### config.mk
export PLATFORM = sky130hd
export DESIGN_NAME = ppfl_list_tbl
export DESIGN_NICKNAME = d
export VERILOG_FILES = /design/src/rtl/core/ppfl_list_tbl.sv
export SDC_FILE = /design/constraint.sdc
export NUM_CORES = 1
export LEC_CHECK = 0
export ABC_AREA = 1
export ABC_CLOCK_PERIOD_IN_PS = 7700
export BUFFER_PORTS_ARGS = -buffer_cell sky130_fd_sc_hd__buf_2
export CAP_MARGIN = 0
export CELL_PAD_IN_SITES_DETAIL_PLACEMENT = 1
export CELL_PAD_IN_SITES_GLOBAL_PLACEMENT = 2
export CORE_MARGIN = 1.5
export CORE_UTILIZATION = 43
export CTS_CLUSTER_DIAMETER = 40
export DETAILED_ROUTE_END_ITERATION = 12
export PLACE_DENSITY = 0.93
export SLEW_MARGIN = 20
export SYNTH_ARGS = -nofsm -noshare
export SYNTH_HDL_FRONTEND = slang
export SYNTH_SLANG_ARGS = --single-unit
### constraint.sdc
create_clock -name clk -period 7.7 [get_ports clk]
set_input_delay 1.54 -clock clk [delete_from_list [all_inputs] [get_ports clk]]
set_output_delay 1.54 -clock clk [all_outputs]
set_load 0.01 [all_outputs]
### src/rtl/core/ppfl_list_tbl.sv
// Per-CPU list table: head index, list count and a nonempty flag per CPU.
// One read index and one write port; an entry without its flag reads empty.
`timescale 1ns / 1ps

module ppfl_list_tbl #(
  parameter int CPU_COUNT = 8,
  parameter int CW        = 3,
  parameter int IW        = 15
) (
  input  logic                 clk,
  input  logic                 rst_n,
  input  logic [CW-1:0]        ri,
  output logic [IW-1:0]        rd_head,
  output logic [31:0]          rd_cnt,
  output logic [CPU_COUNT-1:0] nz,
  input  logic                 we,
  input  logic [CW-1:0]        wi,
  input  logic [IW-1:0]        wh,
  input  logic [31:0]          wc
);

  logic [IW-1:0]        head_r [CPU_COUNT];
  logic [31:0]          cnt_r  [CPU_COUNT];
  logic [CPU_COUNT-1:0] nz_r;

  always_ff @(posedge clk) begin
    if (!rst_n) begin
      nz_r <= '0;
    end else if (we) begin
      nz_r[wi] <= (wc != 32'd0);
    end
  end

  always_ff @(posedge clk) begin
    if (we) begin
      head_r[wi] <= wh;
      cnt_r[wi]  <= wc;
    end
  end

  assign rd_head = nz_r[ri] ? head_r[ri] : '0;
  assign rd_cnt  = nz_r[ri] ? cnt_r[ri]  : 32'd0;
  assign nz      = nz_r;

endmodule

==> results.ini, run 1 <==
[critical_path]
cp.required_ns = 6.16
cp_max_fo = 97
crit_chain = buf_6, buf_4, o21ai_0, o21ai_1, nand2_1, nand2_1, nand2_1, inv_1, buf_2
startpoint_type = input pin
arrival_ns = 3.83
r2r_cells = 2
slowest_delay_ns = 0.70
r2r-end = nz[1]
crit_type = in2out
endpoint_kind = output port
regToRegStartpoint = nz[1]
crit_path_top_delay_cell = buf_4
ff2ff_setup_slack_ns = 6.91
cp_common_cell = nand2_1

[clock_network]
cts-resized-gates = 0
cts_tree = done
hold_buffers = 0
cts_buffers = 51
clk_latency_ns = 0.55
cts.htree.levels = 2
clock-root-buffer = clkbuf_16
clk_pin_slew_ns = 0.05
clkSinkCount = 384
cts_setup_buffers = 0
clk_path_buf_depth = 3

[final_layout]
final_nets = 1644
syn_to_final_growth_pct = 16.8
fill_cells = 3966
drive_gt1_share_pct = 13.8

[flow_run]
drv_cap = 0

[synth]
yosysMostFrequentCell = nand2_1
synthCells = 1485
ys_top_cells_by_area = edfxtp_1 (71%), nand2_1 (12%), nor2_1 (5.2%)
synth_nets = 1541
synth_area_mm2 = 0.0160
synth_seq_cells = 384
synth_edf_count = 376
yosysUniqueCellTypes = 17
ys_top_cells_by_count = nand2_1 (494), edfxtp_1 (376), nor2_1 (222)
yosysWarnings = 0
synthDominantCellAreaShare_pct = 70.6
synth.avg_cell_area_um2 = 10.8
synth_top_flop_cell = edfxtp_1
synthArstFlopShare_pct = 0
synth_top_area_cell = edfxtp_1
synth-seq-area-share_pct = 71.6

[routing]
wl_met1_um = 17500
drc = 0
vias_per_cell = 5.21
highest_layer = met5
met3WireLength_um = 1840
drt_iter0_drc = 645
routed_wl_um = 41500
firstDrtPassIters = 4
met2_length_um = 21300
wl_per_cell_um = 19.8
antenna_left = 0
via_count = 11000

[timing]
hold_viol_final = 0
tns_ns = 0
fmax_mhz = 186
post-route-period-util_pct = 69.7
fin_crit_ns = 5.37
slew_violations = 0
rsz0062_at_grt = no
setup_viol = 0
skew_ns = 0
slew_headroom_pct = 38.7
max_slew.worst_pin.slew_ns = 0.920

[power_and_ir_drop]
p_leak_nw = 7.55
ir_drop_mv = 0.181
power_w = 0.00512
powerDensity_mw_per_mm2 = 274

[worst_hold_path]
whs_path_depth = 2
hp-start = nz[2]
hold_class = reg2reg
min_delay_worst_endpoint = nz[2]

[floorplan]
ioPinCount = 111
chipHeight_um = 196
dieArea_mm2 = 0.0384
die-width_um = 196
start_util_pct = 43.7
rows = 70
core-area_mm2 = 0.0366

[run_status]
status = complete, no violations

[grt]
grt_antenna_before_repair = 4
grt_start_max_net_pins = 142
grt_first_pass_wirelength_um = 64400
grtUsageTotal_pct = 22.0
grt-ovfl-total = 0
grt_pass1_vias = 11800

[placed_design]
dp_hpwl_um = 21300
place_congestion = 0.741
numPortBuffers = 110

report_power, final:
| group | switching, W | leakage (nW) | internal [W] |
|---|---|---|---|
| clock network | 0.000911 | 0.844 | 0.00150 |
| logic | 0.000235 | 3.23 | 0.0000870 |
| registers | 0.0000173 | 3.48 | 0.00237 |
state kept, by name, summed over array words and instances (netlist names):
name / flops
cnt_r: 256
nz: 8
head_r: 120
per-stage QoR:
stage	area [um^2]	utilization [%]	std cells	hold slack, ns	setup slack, ns
finish	18700	51.0	2101	0.570	2.33
global route	18700	51.0	2099	0.589	2.10
floorplan	16000	-	1485	0.564	3.53
global placement	16900	46.2	2003	0.551	2.31
detailed placement	16900	46.2	2003	0.559	2.20
CTS	18700	51.0	2098	0.567	2.22
worst max-delay path by stage:
stage                     startpoint          to  slack, ns  depth (start not counted)
after floorplan                wi[0]       nz[0]       3.53                          5
after global placement         ri[0]  rd_cnt[22]       2.31                         10
after detailed placement       ri[0]  rd_cnt[22]       2.20                         10
after CTS                      ri[0]  rd_cnt[22]       2.22                         10
after global routing           ri[0]  rd_cnt[23]       2.10                         11
final                          ri[0]  rd_cnt[23]       2.33                          9
cell usage in the layout (no fill, tap or decap), types with 5 or more instances in the layout:
cell / netlist / routed
nand2_1: 494 / 493
nor2_4: 0 / 8
nor2_1: 222 / 214
clkinvlp_4: 0 / 6
inv_1: 98 / 97
buf_2: 20 / 108
inv_6: 0 / 8
bufinv_16: 0 / 7
clkbuf_16: 0 / 53
o21ai_0: 111 / 111
clkinv_1: 0 / 7
dfxtp_1: 8 / 8
buf_4: 16 / 17
clkinv_2: 0 / 5
edfxtp_1: 376 / 376
o21ai_1: 86 / 86
clkbuf_1: 27 / 5
a21oi_1: 8 / 8
layer usage:
metal | vias to the layer above | GRT usage, %
li1 | 5134 | -
met1 | 5515 | 26.9
met2 | 238 | 39.4
met3 | 65 | 3.75
met4 | 2 | 7.41
met5 | - | 0
final cells by class:
| type | count | area (um^2) | share of cell area, % |
|---|---|---|---|
| Clock buffer | 58 | 1350 | 7.20 |
| Antenna cell | 3 | 7.51 | 0.0402 |
| Sequential cell | 384 | 11500 | 61.3 |
| Tap cell | 468 | 586 | 3.13 |
| Multi-Input combinational cell | 924 | 3810 | 20.4 |
| Inverter | 100 | 378 | 2.02 |
| Clock inverter | 37 | 414 | 2.22 |
| Timing Repair Buffer | 127 | 699 | 3.74 |
kinds of logic after synthesis:
group / after synthesis / synth area share (%)
buffers and inverters: 177 / 5.07
DFF: 384 / 71.6
and+or+nand+nor: 716 / 16.8
AOI/OAI and AO/OA: 208 / 6.58
worst max-delay path: cells and delay by family:
family	cells	cell delay [ns]
compound gates	2	0.47
simple gates	3	0.29
buf+inv	4	1.44
Power figures use the tool's default switching activity.
==> run 2, diff against run 1 <==
--- a/config.mk
+++ b/config.mk
@@ -5,8 +5,8 @@
 export SDC_FILE = /design/constraint.sdc
 export NUM_CORES = 1
 export LEC_CHECK = 0
-export ABC_AREA = 1
-export ABC_CLOCK_PERIOD_IN_PS = 7700
+export ABC_AREA = 0
+export ABC_CLOCK_PERIOD_IN_PS = 4570
 export BUFFER_PORTS_ARGS = -buffer_cell sky130_fd_sc_hd__buf_2
 export CAP_MARGIN = 0
 export CELL_PAD_IN_SITES_DETAIL_PLACEMENT = 1
@@ -15,7 +15,7 @@
 export CORE_UTILIZATION = 43
 export CTS_CLUSTER_DIAMETER = 40
 export DETAILED_ROUTE_END_ITERATION = 12
-export PLACE_DENSITY = 0.93
+export PLACE_DENSITY = 0.84
 export SLEW_MARGIN = 20
 export SYNTH_ARGS = -nofsm -noshare
 export SYNTH_HDL_FRONTEND = slang
==> constraint.sdc (replaced) <==
create_clock -name clk -period 4.57 [get_ports clk]
set_input_delay 0.914 -clock clk [delete_from_list [all_inputs] [get_ports clk]]
set_output_delay 0.914 -clock clk [all_outputs]
set_load 0.01 [all_outputs]
==> results.ini, run 2 <==
[run_status]
status = complete, no violations

[synth]
synth.avg_cell_area_um2 = 23.2  ; +120%
synthDominantCellAreaShare_pct = 75.4  ; +4.9 points
yosysUniqueCellTypes = 21  ; +4
synth_edf_count = 376  ; unchanged
synthCells = 644  ; -57%
ys_top_cells_by_area = edfxtp_1 (75%), mux4_2 (12%), mux4_1 (3.2%)
yosysWarnings = 0  ; unchanged
synth_area_mm2 = 0.0150  ; -6.4%
synth_top_flop_cell = edfxtp_1
synth_seq_cells = 384  ; unchanged
synth-seq-area-share_pct = 76.5  ; +4.9 points
synthArstFlopShare_pct = 0  ; unchanged
ys_top_cells_by_count = edfxtp_1 (376), mux4_2 (78), mux2i_1 (47)
synth_top_area_cell = edfxtp_1
synth_nets = 700  ; -55%
yosysMostFrequentCell = edfxtp_1

[floorplan]
start_util_pct = 43.6  ; -0.15 points
die-width_um = 190  ; -3.2%
core-area_mm2 = 0.0344  ; -6.1%
rows = 68  ; -2.9%
dieArea_mm2 = 0.0359  ; -6.3%
ioPinCount = 111  ; unchanged
chipHeight_um = 190  ; -3.2%

[timing]
slew_violations = 0  ; unchanged
skew_ns = 0  ; unchanged
post-route-period-util_pct = 82.9
rsz0062_at_grt = no
tns_ns = 0  ; unchanged
setup_viol = 0  ; unchanged
max_slew.worst_pin.slew_ns = 1.07  ; +0.152 ns
fin_crit_ns = 3.79
slew_headroom_pct = 28.5  ; -10 points
whs_ns = 0.566  ; -0.00414 ns
fmax_mhz = 264
hold_viol_final = 0  ; unchanged

[critical_path]
arrival_ns = 2.87  ; -0.96 ns
crit_path_top_delay_cell = mux4_2
startpoint_type = input pin
endpoint_kind = output port
cp.required_ns = 3.66  ; -2.50 ns
crit_type = in2out
crit_chain = buf_6, buf_4, mux4_2, mux2i_1, nor2_1, buf_2
cp_max_fo = 35  ; -64%
slowest_delay_ns = 0.56  ; -0.14 ns

[flow_run]
drv_cap = 0  ; unchanged

[clock_network]
clk_pin_slew_ns = 0.06  ; about the same
clock-root-buffer = clkbuf_16
cts.htree.levels = 2  ; unchanged
cts_tree = done
cts_setup_buffers = 0  ; unchanged
cts-resized-gates = 0  ; unchanged
clk_path_buf_depth = 3  ; unchanged
hold_buffers = 0  ; unchanged
cts_buffers = 44  ; -14%
clk_latency_ns = 0.52  ; -0.03 ns
clkSinkCount = 384  ; unchanged

[power_and_ir_drop]
powerDensity_mw_per_mm2 = 446  ; +63%
ir_drop_mv = 0.279  ; +54%
p_leak_nw = 5.88  ; -22%

[routing]
vias_per_cell = 5.54  ; +6.2%
via_count = 7041  ; -36%
drt_iter0_drc = 457  ; -29%
routed_wl_um = 31800  ; -23%
antenna_left = 0  ; unchanged
wl_per_cell_um = 25.0  ; +27%
drc = 0  ; unchanged
firstDrtPassIters = 4  ; unchanged

[grt]
met2_usage_pct = 30.2  ; -9.3 points
grt_pass1_vias = 7739  ; -34%
grtUsageTotal_pct = 17.9  ; -4.1 points
met1_usage_pct = 23.8  ; -3.1 points
grt_first_pass_wirelength_um = 47400  ; -26%
gr-max-usage-layer = met2
use_met3_pct = 3.87  ; +0.13 points
grt_start_max_net_pins = 73  ; -49%
grt_antenna_before_repair = 5  ; +1
grt-ovfl-total = 0  ; unchanged

[placed_design]
dp_hpwl_um = 18000  ; -16%
numPortBuffers = 110  ; unchanged
place_congestion = 0.677  ; -8.6%
placed_area_mm2 = 0.0160  ; -5.3%

[final_layout]
fin_area_mm2 = 0.0174  ; -6.8%
drive_gt1_share_pct = 37.8  ; +24 points
max_flop_register = cnt_r
final_cell_mix = edfxtp_1 (376), buf_2 (107), mux4_2 (78), mux2i_1 (47), clkbuf_16 (45)
mostFrequentLayoutCell = edfxtp_1
syn_to_final_growth_pct = 16.3
final_nets = 839  ; -49%
largest_reg_flops = 256  ; unchanged
utilization_pct = 50.7  ; -0.39 points

[worst_hold_path]
hold_class = reg2reg

## run 2: changes by cell type in the layout (fill, tap and decap cells not counted), sizes merged, moves of 48 or more
cell,before,now
mux4,0,96
nand2,494,0
o21ai,200,8
nor2,222,47
inv,109,2
mux2i,0,48
## run 2: power by group
group          switching (W)  internal (W)  total (W)
sequential         0.0000279       0.00399    0.00401
combinational       0.000243      0.000179   0.000421
clock                0.00135       0.00198    0.00333
## run 2: metrics by stage
step / power (W) / instances / setup WS (ns)
floorplan: 0.00435 / 644 / 0.265
global placement: 0.00450 / 1192 / 0.808
detailed placement: 0.00452 / 1192 / 0.789
CTS: 0.00783 / 1269 / 0.730
global route: 0.00797 / 1269 / 0.651
finish: 0.00776 / 1272 / 0.782
## run 2: per-layer routing
| metal | up-vias | wire (um) | part of all wire, % |
|---|---|---|---|
| li1 | 3023 | - | - |
| met1 | 3761 | 13800 | 43 |
| met2 | 194 | 15700 | 49 |
| met3 | 59 | 1710 | 5.4 |
| met4 | 4 | 648 | 2.0 |
| met5 | - | 30 | 0.094 |
## run 2: cells by family (layout without fill, tap and decap cells)
kind of cell / Yosys count / count (layout) / synth area share [%]
flip-flops: 384 / 384 / 76.5
buffers and inverters: 35 / 205 / 2.06
AND/OR/NAND/NOR: 65 / 65 / 2.67
multiplexers: 144 / 144 / 18.2
other: 0 / 3 / 0
AO/OA/AOI/OAI: 16 / 16 / 0.602
## run 2: path summary, 6_finish.rpt
check / from / endpoint / slack [ns] / cells past startpoint
setup / recovery: ri[0] / rd_head[10] / 0.78 / 6
hold / removal: nz[5] / nz[5] / 0.57 / 2
setup reg to reg: nz[4] / nz[4] / 3.83 / 2
hold reg to reg: nz[5] / nz[5] / 0.57 / 2
## run 2: area by class of cell
cell class              instances  area (um^2)
diodes                          3         7.51
clock buffers                  53         1160
clock inverters                24          228
fillers                      3086        17000
multi-input cells             225         3270
flip-flops and latches        384        11500
well taps                     455          569
repair buffers                128          734
## run 2: critical path, delay by kind of cell
family,cells,cell delay [ns]
multiplexers,2,0.88
AND/OR/NAND/NOR,1,0.08
buffers and inverters,3,0.94
